<file path="src/rtl/core/srsi_pkg.sv">
// ----------------------------------------------------------------------------
// srsi_pkg
// Shared constants and controller/datapath interface types for the
// stochastic RSI filter.
// ----------------------------------------------------------------------------
package srsi_pkg;

   localparam int ValW      = 23;               // fixed point sample width
   localparam int FracBits  = 16;
   localparam int KpMax     = 64;               // ring depth
   localparam int SlotW     = 6;                // ring index width
   localparam int KpW       = 7;                // k_period / rsi run width
   localparam int SmMax     = 16;               // smooth and d window depth
   localparam int SmIdxW    = 4;
   localparam int SmW       = 5;                // length / run width
   localparam int ProdW     = 2 * ValW;
   localparam int AccW      = 27;
   localparam int CntW      = 6;
   localparam int DivSteps  = ValW;
   localparam int CsrIdxW   = 2;

   localparam logic [ValW-1:0] RawScale = ValW'(100 << FracBits);

   localparam logic [CsrIdxW-1:0] CSR_K_PERIOD = 2'd0;
   localparam logic [CsrIdxW-1:0] CSR_SMOOTH   = 2'd1;
   localparam logic [CsrIdxW-1:0] CSR_D_LEN    = 2'd2;

   // divider operand select, also selects the window summed
   localparam logic [1:0] SEL_RAW = 2'd0;
   localparam logic [1:0] SEL_K   = 2'd1;
   localparam logic [1:0] SEL_D   = 2'd2;

   typedef struct packed {
      logic            load;      // take the input item
      logic            scan_rd;   // read ring entry idx back from newest
      logic            mul;
      logic            div_ld;
      logic            div_step;
      logic [1:0]      sel;
      logic            shift_raw;
      logic            sum_add;
      logic            shift_k;
      logic            load_out;
      logic [CntW-1:0] idx;
   } srsi_cmd_type;

   typedef struct packed {
      logic           raw_ok;
      logic           k_ok;
      logic           d_ok;
      logic           flat;
      logic [KpW-1:0] kp;
      logic [SmW-1:0] sl;
      logic [SmW-1:0] dl;
   } srsi_sts_type;

endpackage

</file>
<file path="src/rtl/core/srsi_dp.sv">
// ----------------------------------------------------------------------------
// srsi_dp
// Datapath: sample ring, min/max scan, scaling multiply, shared restoring
// divider, raw and %K windows with running accumulator, output registers.
// ----------------------------------------------------------------------------
module srsi_dp import srsi_pkg::*; (
   input  logic                clock,
   input  logic                reset,
   input  logic                csr_we,
   input  logic [CsrIdxW-1:0]  csr_index,
   input  logic [KpW-1:0]      csr_wdata,
   input  logic [ValW-1:0]     req_rsi_value,
   input  logic                req_rsi_valid,
   input  srsi_cmd_type        cmd,
   output srsi_sts_type        sts,
   output logic [ValW-1:0]     rsp_k_value,
   output logic                rsp_k_valid,
   output logic [ValW-1:0]     rsp_d_value,
   output logic                rsp_d_valid
);

   logic [KpW-1:0]   k_period_ff;
   logic [SmW-1:0]   smooth_len_ff, d_len_ff;
   logic [KpW-1:0]   kp;
   logic [SmW-1:0]   sl, dl;

   logic [ValW-1:0]  ring [KpMax];
   logic [SlotW-1:0] wslot_ff, slot_cur_ff;
   logic [ValW-1:0]  v_ff, rdata_ff, mn_ff, mx_ff;
   logic             scan_vld_ff;
   logic [KpW-1:0]   rsi_run_ff;
   logic [SmW-1:0]   raw_run_ff, k_run_ff;

   logic [ProdW-1:0] prod_ff;
   logic [ValW-1:0]  rem_ff, nlo_ff, den_ff, rem_in;
   logic [ValW:0]    div_t;
   logic             div_ge;

   logic [ValW-1:0]  raw_win [SmMax];
   logic [ValW-1:0]  k_win [SmMax];
   logic [AccW-1:0]  acc_ff;
   logic [ValW-1:0]  raw_val, k_val, kv_ff, sum_src;

   // length registers: zero acts as one, too large acts as the maximum
   always_comb begin
      kp = k_period_ff;
      if (k_period_ff == '0) kp = KpW'(1);
      else if (k_period_ff > KpW'(KpMax)) kp = KpW'(KpMax);
      sl = smooth_len_ff;
      if (smooth_len_ff == '0) sl = SmW'(1);
      else if (smooth_len_ff > SmW'(SmMax)) sl = SmW'(SmMax);
      dl = d_len_ff;
      if (d_len_ff == '0) dl = SmW'(1);
      else if (d_len_ff > SmW'(SmMax)) dl = SmW'(SmMax);
   end

   always_ff @(posedge clock) begin
      if (reset) begin
         k_period_ff   <= KpW'(14);
         smooth_len_ff <= SmW'(3);
         d_len_ff      <= SmW'(3);
      end else if (csr_we) begin
         case (csr_index)
            CSR_K_PERIOD: k_period_ff   <= csr_wdata;
            CSR_SMOOTH:   smooth_len_ff <= csr_wdata[SmW-1:0];
            CSR_D_LEN:    d_len_ff      <= csr_wdata[SmW-1:0];
            default: ;
         endcase
      end
   end

   // sample ring
   always_ff @(posedge clock) begin
      if (cmd.load) ring[wslot_ff] <= req_rsi_value;
      if (cmd.scan_rd) rdata_ff <= ring[slot_cur_ff - cmd.idx];
   end

   always_ff @(posedge clock) begin
      if (reset) begin
         wslot_ff    <= '0;
         rsi_run_ff  <= '0;
         raw_run_ff  <= '0;
         k_run_ff    <= '0;
         scan_vld_ff <= 1'b0;
      end else begin
         scan_vld_ff <= cmd.scan_rd;
         if (cmd.load) begin
            wslot_ff <= wslot_ff + SlotW'(1);
            if (!req_rsi_valid) rsi_run_ff <= '0;
            else if (rsi_run_ff < KpW'(KpMax)) rsi_run_ff <= rsi_run_ff + KpW'(1);
         end
         if (cmd.shift_raw) begin
            if (!sts.raw_ok) raw_run_ff <= '0;
            else if (raw_run_ff < SmW'(SmMax)) raw_run_ff <= raw_run_ff + SmW'(1);
         end
         if (cmd.shift_k) begin
            if (!sts.k_ok) k_run_ff <= '0;
            else if (k_run_ff < SmW'(SmMax)) k_run_ff <= k_run_ff + SmW'(1);
         end
      end
   end

   // min/max scan and scaling
   always_ff @(posedge clock) begin
      if (cmd.load) begin
         slot_cur_ff <= wslot_ff;
         v_ff        <= req_rsi_value;
         mn_ff       <= '1;
         mx_ff       <= '0;
      end else if (scan_vld_ff) begin
         if (rdata_ff < mn_ff) mn_ff <= rdata_ff;
         if (rdata_ff > mx_ff) mx_ff <= rdata_ff;
      end
      if (cmd.mul) prod_ff <= ProdW'(v_ff - mn_ff) * ProdW'(RawScale);
   end

   // restoring divider; quotient always fits ValW bits, so only the low
   // half of the dividend needs stepping
   assign div_t  = {rem_ff, nlo_ff[ValW-1]};
   assign div_ge = div_t >= {1'b0, den_ff};
   assign rem_in = div_ge ? ValW'(div_t - {1'b0, den_ff}) : div_t[ValW-1:0];

   always_ff @(posedge clock) begin
      if (cmd.div_ld) begin
         case (cmd.sel)
            SEL_RAW: begin
               rem_ff <= prod_ff[ProdW-1:ValW];
               nlo_ff <= prod_ff[ValW-1:0];
               den_ff <= mx_ff - mn_ff;
            end
            SEL_K: begin
               rem_ff <= ValW'(acc_ff >> ValW);
               nlo_ff <= acc_ff[ValW-1:0];
               den_ff <= ValW'(sl);
            end
            default: begin
               rem_ff <= ValW'(acc_ff >> ValW);
               nlo_ff <= acc_ff[ValW-1:0];
               den_ff <= ValW'(dl);
            end
         endcase
      end else if (cmd.div_step) begin
         rem_ff <= rem_in;
         nlo_ff <= {nlo_ff[ValW-2:0], div_ge};
      end
   end

   // averaging windows, newest at entry 0
   assign raw_val = (sts.raw_ok && !sts.flat) ? nlo_ff : '0;
   assign k_val   = sts.k_ok ? nlo_ff : '0;
   assign sum_src = (cmd.sel == SEL_K) ? raw_win[cmd.idx[SmIdxW-1:0]]
                                       : k_win[cmd.idx[SmIdxW-1:0]];

   always_ff @(posedge clock) begin
      if (cmd.shift_raw) begin
         for (int i = SmMax - 1; i > 0; i--) raw_win[i] <= raw_win[i-1];
         raw_win[0] <= raw_val;
      end
      if (cmd.shift_k) begin
         for (int i = SmMax - 1; i > 0; i--) k_win[i] <= k_win[i-1];
         k_win[0] <= k_val;
         kv_ff    <= k_val;
      end
      if (cmd.shift_raw || cmd.shift_k) acc_ff <= '0;
      else if (cmd.sum_add) acc_ff <= acc_ff + AccW'(sum_src);
   end

   always_ff @(posedge clock) begin
      if (cmd.load_out) begin
         rsp_k_value <= kv_ff;
         rsp_k_valid <= (raw_run_ff >= sl);
         rsp_d_value <= sts.d_ok ? nlo_ff : '0;
         rsp_d_valid <= sts.d_ok;
      end
   end

   assign sts.raw_ok = rsi_run_ff >= kp;
   assign sts.k_ok   = raw_run_ff >= sl;
   assign sts.d_ok   = k_run_ff >= dl;
   assign sts.flat   = mx_ff == mn_ff;
   assign sts.kp     = kp;
   assign sts.sl     = sl;
   assign sts.dl     = dl;

endmodule

</file>
<file path="src/rtl/core/srsi_ctrl.sv">
// ----------------------------------------------------------------------------
// srsi_ctrl
// Sequencer: steps one item through scan, scale, divide, and both averages,
// and owns the input and result handshakes.
// ----------------------------------------------------------------------------
module srsi_ctrl import srsi_pkg::*; (
   input  logic          clock,
   input  logic          reset,
   input  logic          req_valid,
   output logic          req_ready,
   output logic          rsp_valid,
   input  logic          rsp_ready,
   input  srsi_sts_type  sts,
   output srsi_cmd_type  cmd
);

   localparam logic [3:0] S_IDLE = 4'd0;
   localparam logic [3:0] S_CHK  = 4'd1;
   localparam logic [3:0] S_SCAN = 4'd2;
   localparam logic [3:0] S_SCWT = 4'd3;
   localparam logic [3:0] S_MUL  = 4'd4;
   localparam logic [3:0] S_DLD  = 4'd5;
   localparam logic [3:0] S_DIV  = 4'd6;
   localparam logic [3:0] S_SHR  = 4'd7;
   localparam logic [3:0] S_CHK2 = 4'd8;
   localparam logic [3:0] S_SUM  = 4'd9;
   localparam logic [3:0] S_SHK  = 4'd10;
   localparam logic [3:0] S_CHK3 = 4'd11;
   localparam logic [3:0] S_OUT  = 4'd12;
   localparam logic [3:0] S_SETL = 4'd13;

   logic [3:0]      state_ff, state_in;
   logic [CntW-1:0] cnt_ff, cnt_in;
   logic [1:0]      sel_ff, sel_in;
   logic            rsp_valid_ff, rsp_valid_in;
   logic [SmW-1:0]  sum_len;

   assign sum_len = (sel_ff == SEL_K) ? sts.sl : sts.dl;

   always_comb begin
      state_in     = state_ff;
      cnt_in       = cnt_ff;
      sel_in       = sel_ff;
      rsp_valid_in = rsp_valid_ff;
      cmd          = '0;
      cmd.sel      = sel_ff;
      cmd.idx      = cnt_ff;
      if (rsp_valid_ff && rsp_ready) rsp_valid_in = 1'b0;
      case (state_ff)
         S_IDLE: begin
            if (req_valid) begin
               cmd.load = 1'b1;
               state_in = S_CHK;
            end
         end
         S_CHK: begin
            cnt_in   = '0;
            state_in = sts.raw_ok ? S_SCAN : S_SHR;
         end
         S_SCAN: begin
            cmd.scan_rd = 1'b1;
            cnt_in      = cnt_ff + CntW'(1);
            if ({1'b0, cnt_ff} == sts.kp - KpW'(1)) state_in = S_SCWT;
         end
         S_SCWT: state_in = S_SETL;
         S_SETL: state_in = S_MUL;
         S_MUL: begin
            cmd.mul  = 1'b1;
            sel_in   = SEL_RAW;
            state_in = sts.flat ? S_SHR : S_DLD;
         end
         S_DLD: begin
            cmd.div_ld = 1'b1;
            cnt_in     = '0;
            state_in   = S_DIV;
         end
         S_DIV: begin
            cmd.div_step = 1'b1;
            cnt_in       = cnt_ff + CntW'(1);
            if (cnt_ff == CntW'(DivSteps - 1)) begin
               case (sel_ff)
                  SEL_RAW: state_in = S_SHR;
                  SEL_K:   state_in = S_SHK;
                  default: state_in = S_OUT;
               endcase
            end
         end
         S_SHR: begin
            cmd.shift_raw = 1'b1;
            state_in      = S_CHK2;
         end
         S_CHK2: begin
            cnt_in   = '0;
            sel_in   = SEL_K;
            state_in = sts.k_ok ? S_SUM : S_SHK;
         end
         S_SUM: begin
            cmd.sum_add = 1'b1;
            cnt_in      = cnt_ff + CntW'(1);
            if (cnt_ff == {1'b0, sum_len - SmW'(1)}) state_in = S_DLD;
         end
         S_SHK: begin
            cmd.shift_k = 1'b1;
            state_in    = S_CHK3;
         end
         S_CHK3: begin
            cnt_in   = '0;
            sel_in   = SEL_D;
            state_in = sts.d_ok ? S_SUM : S_OUT;
         end
         S_OUT: begin
            // output register must be free before the item is handed over
            if (!rsp_valid_ff || rsp_ready) begin
               cmd.load_out = 1'b1;
               rsp_valid_in = 1'b1;
               state_in     = S_IDLE;
            end
         end
         default: state_in = S_IDLE;
      endcase
   end

   always_ff @(posedge clock) begin
      if (reset) begin
         state_ff     <= S_IDLE;
         cnt_ff       <= '0;
         sel_ff       <= SEL_RAW;
         rsp_valid_ff <= 1'b0;
      end else begin
         state_ff     <= state_in;
         cnt_ff       <= cnt_in;
         sel_ff       <= sel_in;
         rsp_valid_ff <= rsp_valid_in;
      end
   end

   assign req_ready = (state_ff == S_IDLE);
   assign rsp_valid = rsp_valid_ff;

endmodule

</file>
<file path="src/rtl/core/stochastic_rsi_filter.sv">
// ----------------------------------------------------------------------------
// stochastic_rsi_filter
// Stochastic RSI: rolling min/max over k_period samples, raw percent,
// %K and %D moving averages.
// ----------------------------------------------------------------------------
// Usage:
//   req_* carries one RSI sample per item (valid/ready). rsp_* returns one
//   result item per input item, in order (valid/ready). csr_we writes one
//   length register per cycle (index 0 k_period, 1 smooth_len, 2 d_len);
//   write only while no item is in flight.
//   Per item, accept to result valid: ring scan, scale, raw division,
//   %K sum and division, %D sum and division, output; steps made needless
//   by a window not yet valid or by a flat range are skipped, so items
//   finish sooner while windows are still filling. The single-ported
//   sample ring (one entry read per cycle) and the bit-serial divider,
//   shared by the raw ratio and both means, bound the item rate. One
//   item is in work at a time; req_ready is high only while the sequencer
//   is idle.
//   A finished result sits in the output register; the next item is
//   accepted meanwhile and, if the receiver still stalls when it is done,
//   the sequencer holds it until rsp_ready frees the register.
//   Reset clears run counts, ring pointer and handshakes and restores the
//   lengths to 14, 3, 3; no clearing pass is needed.
// ----------------------------------------------------------------------------
module stochastic_rsi_filter import srsi_pkg::*; (
   input  logic                clock,
   input  logic                reset,
   input  logic                csr_we,
   input  logic [CsrIdxW-1:0]  csr_index,
   input  logic [KpW-1:0]      csr_wdata,
   input  logic                req_valid,
   output logic                req_ready,
   input  logic [ValW-1:0]     req_rsi_value,
   input  logic                req_rsi_valid,
   output logic                rsp_valid,
   input  logic                rsp_ready,
   output logic [ValW-1:0]     rsp_k_value,
   output logic                rsp_k_valid,
   output logic [ValW-1:0]     rsp_d_value,
   output logic                rsp_d_valid
);

   srsi_cmd_type cmd;
   srsi_sts_type sts;

   srsi_ctrl u_ctrl (
      .clock     (clock),
      .reset     (reset),
      .req_valid (req_valid),
      .req_ready (req_ready),
      .rsp_valid (rsp_valid),
      .rsp_ready (rsp_ready),
      .sts       (sts),
      .cmd       (cmd)
   );

   srsi_dp u_dp (
      .clock         (clock),
      .reset         (reset),
      .csr_we        (csr_we),
      .csr_index     (csr_index),
      .csr_wdata     (csr_wdata),
      .req_rsi_value (req_rsi_value),
      .req_rsi_valid (req_rsi_valid),
      .cmd           (cmd),
      .sts           (sts),
      .rsp_k_value   (rsp_k_value),
      .rsp_k_valid   (rsp_k_valid),
      .rsp_d_value   (rsp_d_value),
      .rsp_d_valid   (rsp_d_valid)
   );

endmodule

</file>
<file path="config.mk">
export PLATFORM = sky130hd
export DESIGN_NAME = stochastic_rsi_filter
export DESIGN_NICKNAME = d
export VERILOG_FILES = /design/src/rtl/core/srsi_pkg.sv /design/src/rtl/core/srsi_dp.sv /design/src/rtl/core/srsi_ctrl.sv /design/src/rtl/core/stochastic_rsi_filter.sv
export SDC_FILE = /design/constraint.sdc
export NUM_CORES = 2
export LEC_CHECK = 0
export ABC_AREA = 0
export ABC_CLOCK_PERIOD_IN_PS = 9940
export BUFFER_PORTS_ARGS = -buffer_cell sky130_fd_sc_hd__buf_2
export CORE_UTILIZATION = 45
export CTS_BUF_LIST = sky130_fd_sc_hd__clkbuf_8
export DETAILED_ROUTE_END_ITERATION = 10
export GPL_ROUTABILITY_DRIVEN = 0
export PLACE_DENSITY = 0.66
export RECOVER_POWER = 25
export REMOVE_ABC_BUFFERS = 1
export SETUP_SLACK_MARGIN = 0.4
export SLEW_MARGIN = 40
export SYNTH_ARGS = -nofsm -noshare
export SYNTH_HDL_FRONTEND = slang
export SYNTH_SLANG_ARGS = --single-unit
</file>
<file path="constraint.sdc">
create_clock -name clock -period 9.94 [get_ports clock]
set_input_delay 1.491 -clock clock [delete_from_list [all_inputs] [get_ports clock]]
set_output_delay 1.491 -clock clock [all_outputs]
set_load 0.05 [all_outputs]
</file>
; ---- After elaboration in Yosys (flattened, before gate mapping)
; Memories as Yosys holds them, arrays and structs flattened. A register that Yosys moved wholly into a read port is not among the register bits.
; Cells that the tools add are included.
[op_classes]
n_addsub = 12
n_mul = 1
magnitude_cmp = 12
eq_ne = 28
n_mux = 61
reduce_logical = 26
[op_table]
columns = op, count
row1 = 23-bit two-way mux, 10
row2 = 4-bit case mux with 14 select lines, 1
row3 = 46-bit by 5-bit multiplier with 28-bit output (second input constant), 1
row4 = 23-bit case mux with 2 select lines, 1
row5 = 23-bit subtractor, 2
row6 = 5-bit two-way mux, 9
row7 = 4-bit two-way mux, 9
row8 = 7-bit two-way mux, 4
row9 = 27-bit by 23-bit adder with 27-bit output, 1
row10 = 4-bit == test (second input constant), 6
row11 = 24-bit by 23-bit greater-or-equal comparator with 1-bit output, 1
row12 = 23-bit by 23-bit subtractor with 24-bit output, 1
row13 = 23-bit == test, 1
row14 = 23-bit greater-than comparator, 1
row15 = 23-bit < comparator, 1
row16 = 1-bit two-way mux, 20
row17 = 4-bit by 3-bit == test with 1-bit output (second input constant), 4
row18 = 2-bit AND reduction, 8
row19 = 2-bit by 1-bit inequality test with 1-bit output (second input constant), 7
row20 = 6-bit by 1-bit adder with 6-bit output (second input constant), 2
row21 = 6-bit case mux with 2 select lines, 1
row22 = 5-bit by 1-bit adder with 5-bit output (second input constant), 2
row23 = 5-bit greater-or-equal comparator, 2
row24 = 5-bit greater-than comparator (second input constant), 2
row25 = other kinds (32), 43
[word_totals]
reg_bits = 324
mem_bits_rw = 2208
elab_cells = 169
n_memories = 3
[memory_table]
columns = name, words, width, read_ports, rd_ports_with_merged_regs, write_ports, line_no
row1 = u_dp.ring, 64, 23, 1, 1, 1, srsi_dp.sv:27  ; logic [ValW-1:0] ring [KpMax];
row2 = u_dp.k_win, 16, 23, 16, 1, 16, srsi_dp.sv:40  ; logic [ValW-1:0] k_win [SmMax];
row3 = u_dp.raw_win, 16, 23, 16, 1, 16, srsi_dp.sv:39  ; logic [ValW-1:0] raw_win [SmMax];

; ---- Depth between registers and ports, before layout
[depth]
word_depth = 8
depth_mapped = 26
mapped_depth_nobuf = 26

; ---- Hierarchy
; Synthesis repeated with hierarchy kept, for this count alone.
[unflattened]
hier_cells = 5553
area_unflattened_um2 = 105379.8
[by_module_without_submodules]
columns = mod, instances, cells_each, area_each_um2, seq_area_each_um2
row1 = srsi_dp, 1, 5370, 104017.3, 74501.5
row2 = srsi_ctrl, 1, 183, 1362.6, 260.2

; ---- Worst setup path before layout
; Ideal clock, no wire load.
[synth_timing]
path_type = register to register
from = reg u_ctrl.state_ff[2]
to = reg u_dp.acc_ff[24]
setup_time_ns = 0.138
arrival_time_ns = 10.049
required_ns = 9.802
setup_slack_ns = -0.247
path_stages_with_launch = 9
period_less_slack_ns = 10.187
path_cell_list = dfxtp_1 inv_1 ha_1 clkbuf_1 nand2_1 inv_1 nor2_1 o211ai_1 o31ai_1
[synth_between]
elab_chain_cells = 3
word_cells_on_any_way = 7
cone_classes = 3 x eq/ne / 3 x mux / 1 x reduce/logical
[synth_rtl]
columns = item, line_no
row1 = from (decl), srsi_ctrl.sv:32  ; logic [3:0] state_ff, state_in;
row2 = from (signal assigned), srsi_ctrl.sv:130  ; state_ff <= state_in;
row3 = 4-bit by 3-bit == test with 1-bit output or 4-bit == test (tied branches), srsi_ctrl.sv:49  ; case (state_ff)
row4 = 1-bit two-way mux, srsi_ctrl.sv:49
row5 = 1-bit logical OR, srsi_dp.sv:164  ; if (cmd.shift_raw || cmd.shift_k) acc_ff <= '0;
row6 = to (signal assigned), srsi_dp.sv:165  ; else if (cmd.sum_add) acc_ff <= acc_ff + AccW'(sum_src);
row7 = to (decl), srsi_dp.sv:41  ; logic [AccW-1:0] acc_ff;
; Several ways; a longest one is shown, not always the timed one.
; A chain may end at the register's enable or synchronous reset.

; ---- Final worst setup path
[layout_timing]
from = reg u_dp.mn_ff[6]
to = reg u_dp.prod_ff[44] (data pin)
[layout_between]
elab_chain_cells = 2
[layout_rtl]
columns = item, line_no
row1 = from (decl), srsi_dp.sv:29  ; logic [ValW-1:0] v_ff, rdata_ff, mn_ff, mx_ff;
row2 = from (signal assigned), srsi_dp.sv:111  ; if (rdata_ff < mn_ff) mn_ff <= rdata_ff;
row3 = 23-bit by 23-bit subtractor with 24-bit output, srsi_dp.sv:114  ; if (cmd.mul) prod_ff <= ProdW'(v_ff - mn_ff) * ProdW'(RawScale);
row4 = 46-bit by 5-bit multiplier with 28-bit output, srsi_dp.sv:114
row5 = to (signal assigned), srsi_dp.sv:114
row6 = to (decl), srsi_dp.sv:34  ; logic [ProdW-1:0] prod_ff;
; Every way passes these cells.

==> out/qor.txt <==
Run status: complete, but fails checks
Failing checks: max-capacitance violations, max-slew violations
H-tree depth: 5
Wire length of the first global-routing pass: 353 mm
Hold buffers post-CTS: 0
Effective utilization at floorplan: 45.3%
Final worst path period need: 6.44 ns
Critical Path Slowest Stage Cell: fa_1
# Max-Cap Violations: 13
Layout cell share with drive strength beyond 1: 23.9%
Syn Area/Cell: 18.8 sq um
Horizontal extent of the die: 486 um
WP depth: 25
DRC marker count from the first detailed-route iteration: 5167
Clock tree from TritonCTS: yes
Area after DPL: 0.110 sq mm
Largest vdd supply drop: 380 uV
Critical Path Source Type: register
Routed len/inst: 25.2 um
TritonRoute pass-1 iters: 5
Post-layout power: 37.2 mW
Maximum number of pins on one net before global-route repair: 171
Dominant delay contributor by cell family on the critical path: compound AO/OA/AOI/OAI gates
Post-synthesis cell count: 5600
Worst Reg2Reg Path Length in Cells: 25
Total number of yosys warnings: 0
Final worst path period share: 64.8%
Routed via count divided by cell count: 5.77
Worst max-slew margin expressed relative to the limit: -121%
Accumulated negative setup slack: 0 ns
Total Nets Final: 6302
WP data arrival: 7.17 ns
Capture point of the worst path: u_dp.prod_ff[44]$_DFFE_PP_
Final Util: 50.5%
Cell count after placement: 8627
Sink Count: 2536
LEAKAGE: 39.1 nW
Final number of hold-violating endpoints: 0
Longest Clk Path Bufs: 4
Total setup violations reported at the end of the flow: 0
Worst slack after detailed placement: 3.55 ns
Detail Placement HPWL: 136 mm
Final std cells w/o fill: 9360
Worst Max-Slew Pin Slew: 3.32 ns
Layout overhead on the synthesized area: 11.6%
Number of remaining DRC errors: 0
#FFs+latches synth: 2536
Critical Path End Type: register
Clock Skew: 0.129 ns
Count of vias placed by the detailed router: 54.0k
Top post-synthesis cells by area: edfxtp_1 (69%), mux4_2 (15%), ha_1 (2.8%), dfxtp_1 (2.5%), a21oi_1 (0.97%)
Peak clock frequency supported by timing: 0.155 GHz
Clock network latency to the later pin of the worst-skew pair: 1.08 ns
CTS root buffer: clkbuf_8
Die ar.: 0.236 sq mm
Global-route congestion overflow total: 0
Reg-to-reg endpoint: u_dp.prod_ff[44]$_DFFE_PP_
CP max FO: 6
Total global-route track usage: 20.0%
Routed wire length: 235 mm
Launch point of the critical path: u_dp.mn_ff[6]$_SDFFE_PP1P_
Reg2reg start: u_dp.mn_ff[6]$_SDFFE_PP1P_
Inserted Clock Buffers: 411
Final worst hold slack: 0.402 ns
Number of buffer and inverter stages on the critical path: 4
IO Count: 88
RSZ-0062 raised after global routing: false
Clock-pin slew reported for the worst setup and hold paths after clock tree synthesis: 0.06 ns
Seq/Total Area, Yosys: 71.0%
Class of the worst hold path: register to register
Antenna violations before repair: 10
EDFF count, synth: 2405
Cell type contributing the most total cell area after synthesis: edfxtp_1
Vertical die dimension: 486 um
Setup slack, reg-to-reg: 3.50 ns
FP Rows: 177
# resized after CTS: 0
Summed instance area of the synthesized netlist: 0.105 sq mm
Synth Flop Type: edfxtp_1
Core box area: 0.233 sq mm
Post-CTS Setup Repair Bufs: 0
Vias in the first global route: 56.1k
Share of async-settable or async-resettable flops after synthesis: 0%
Buffers on Ports: 87
Final Worst Setup Slack: 3.50 ns
Post-DRT Antenna Nets: 0
Power density of the placed cells: 316 mW/mm^2
Delay of the slowest cell on the worst path: 0.50 ns
Fraction of synthesized cell area taken by the top area cell type: 68.6%
CP Class: register to register
CP required: 10.67 ns
Cell variety after synth: 81
Final Cell Area: 0.118 sq mm
Max-slew violation total from the final report: 729
## worst register-to-register path, cell delays in order, from the launching register on
cell	delay, ns
dfxtp_1	0.31
inv_1	0.08
ha_1	0.36
a211oi_1	0.47
nand2_1	0.09
or3_1	0.36
a31o_2	0.34
a21o_1	0.20
a21o_1	0.18
xnor2_1	0.28
inv_1	0.08
ha_1	0.29
ha_1	0.27
inv_1	0.05
fa_1	0.50
inv_1	0.04
ha_1	0.33
a21oi_1	0.34
a211oi_1	0.14
a311oi_1	0.42
nor2_1	0.11
or3_1	0.36
a21oi_1	0.19
o21bai_1	0.10
a21oi_1	0.20
xnor2_1	0.09
## routing by layer
layer  GRT usage [%]  vias to the layer above  part of all wire, %
met4            6.41                        6                  2.7
li1                -                    23402                    -
met3            3.59                      391                  6.2
met5               0                        -                0.014
met2            33.0                     1867                   49
met1            26.8                    28348                   42
## final cells by class
type	count	area, sq um
timing repair buffer	229	1720
antenna	8	20.0
multi-input combinational	2604	29000
tap	3043	3810
clock inverter	292	1360
clock buffer	430	5920
fill	18735	115000
sequential	2536	74900
inverter	218	838
## worst min path at each step
stage,startpoint,end,slack [ns],cells past startpoint
after global placement,u_dp.raw_win[0][17]$_SDFFCE_PN0P_,u_dp.raw_win[1][17]$_DFFE_PP_,0.42,0
final,u_dp.raw_win[0][14]$_SDFFCE_PN0P_,u_dp.raw_win[1][14]$_DFFE_PP_,0.40,0
after CTS,u_dp.raw_win[2][14]$_DFFE_PP_,u_dp.raw_win[3][14]$_DFFE_PP_,0.39,0
after floorplan,u_dp.k_win[10][0]$_DFFE_PP_,u_dp.k_win[11][0]$_DFFE_PP_,0.42,0
after detailed placement,u_dp.k_win[2][8]$_DFFE_PP_,u_dp.k_win[3][8]$_DFFE_PP_,0.43,0
after global routing,u_dp.raw_win[7][18]$_DFFE_PP_,u_dp.raw_win[8][18]$_DFFE_PP_,0.41,0
## kinds of logic after synthesis
logic type	Yosys count	synth area share, %
DFF	2536	71.0
and+or+nand+nor	843	3.78
muxes	774	15.6
AOI/OAI and AO/OA	599	3.56
buffers and inverters	460	1.69
adders and majority gates	264	3.33
xor gates and xnor gates	124	1.03
## cells in the mapped netlist, types with 27 or more instances
master / number
nor3_1: 35
a21oi_1: 204
clkbuf_1: 150
buf_2: 47
dfxtp_1: 131
edfxtp_1: 2405
fa_1: 27
mux4_2: 690
nor2b_1: 53
buf_1: 45
a21o_1: 64
xor2_1: 47
xnor2_1: 77
a211oi_1: 46
nor2_1: 252
nand3_1: 56
nand2b_1: 27
nand2_1: 243
mux2i_1: 78
o21ai_0: 133
ha_1: 237
inv_1: 217
and2_1: 78
## registers in the layout, summed over array words and instances, names as in the netlist, 6 cells and up, named ones only
| name | count |
|---|---|
| u_ctrl.cnt_ff | 6 |
| u_dp.acc_ff | 27 |
| u_dp.den_ff | 23 |
| u_dp.k_period_ff | 7 |
| u_dp.k_win | 368 |
| u_dp.mn_ff | 23 |
| u_dp.mx_ff | 23 |
| u_dp.nlo_ff | 23 |
| u_dp.prod_ff | 28 |
| u_dp.raw_win | 368 |
| u_dp.rdata_ff | 23 |
| u_dp.rem_ff | 23 |
| u_dp.ring | 1472 |
| u_dp.rsi_run_ff | 7 |
| u_dp.rsp_d_value | 23 |
| u_dp.rsp_k_value | 23 |
| u_dp.slot_cur_ff | 6 |
| u_dp.v_ff | 23 |
| u_dp.wslot_ff | 6 |
## cell usage in the layout (no fill, tap or decap), types with 16 or more instances in the layout
master / count
edfxtp_1: 2405
mux4_2: 690
clkbuf_8: 430
inv_1: 354
nand2_1: 241
ha_1: 236
a21oi_1: 203
nor2_1: 185
o21ai_0: 133
dfxtp_1: 127
buf_4: 115
clkinv_1: 101
mux2i_1: 78
and2_1: 77
buf_2: 76
xnor2_1: 73
nor2_2: 66
a21o_1: 63
nand3_1: 55
nor2b_1: 52
xor2_1: 47
a211oi_1: 41
nor3_1: 35
clkinv_2: 32
nand2b_1: 27
nand4_1: 26
fa_1: 26
o21a_1: 25
a31oi_1: 20
or3_1: 19
clkbuf_1: 16
## power breakdown
group	total, mW	switching [mW]	internal [mW]
sequential	12.9	0.280	12.6
combinational	16.1	8.78	7.32
clock	8.14	4.01	4.13
total	37.2	13.1	24.1
Power figures use the tool's default switching activity.
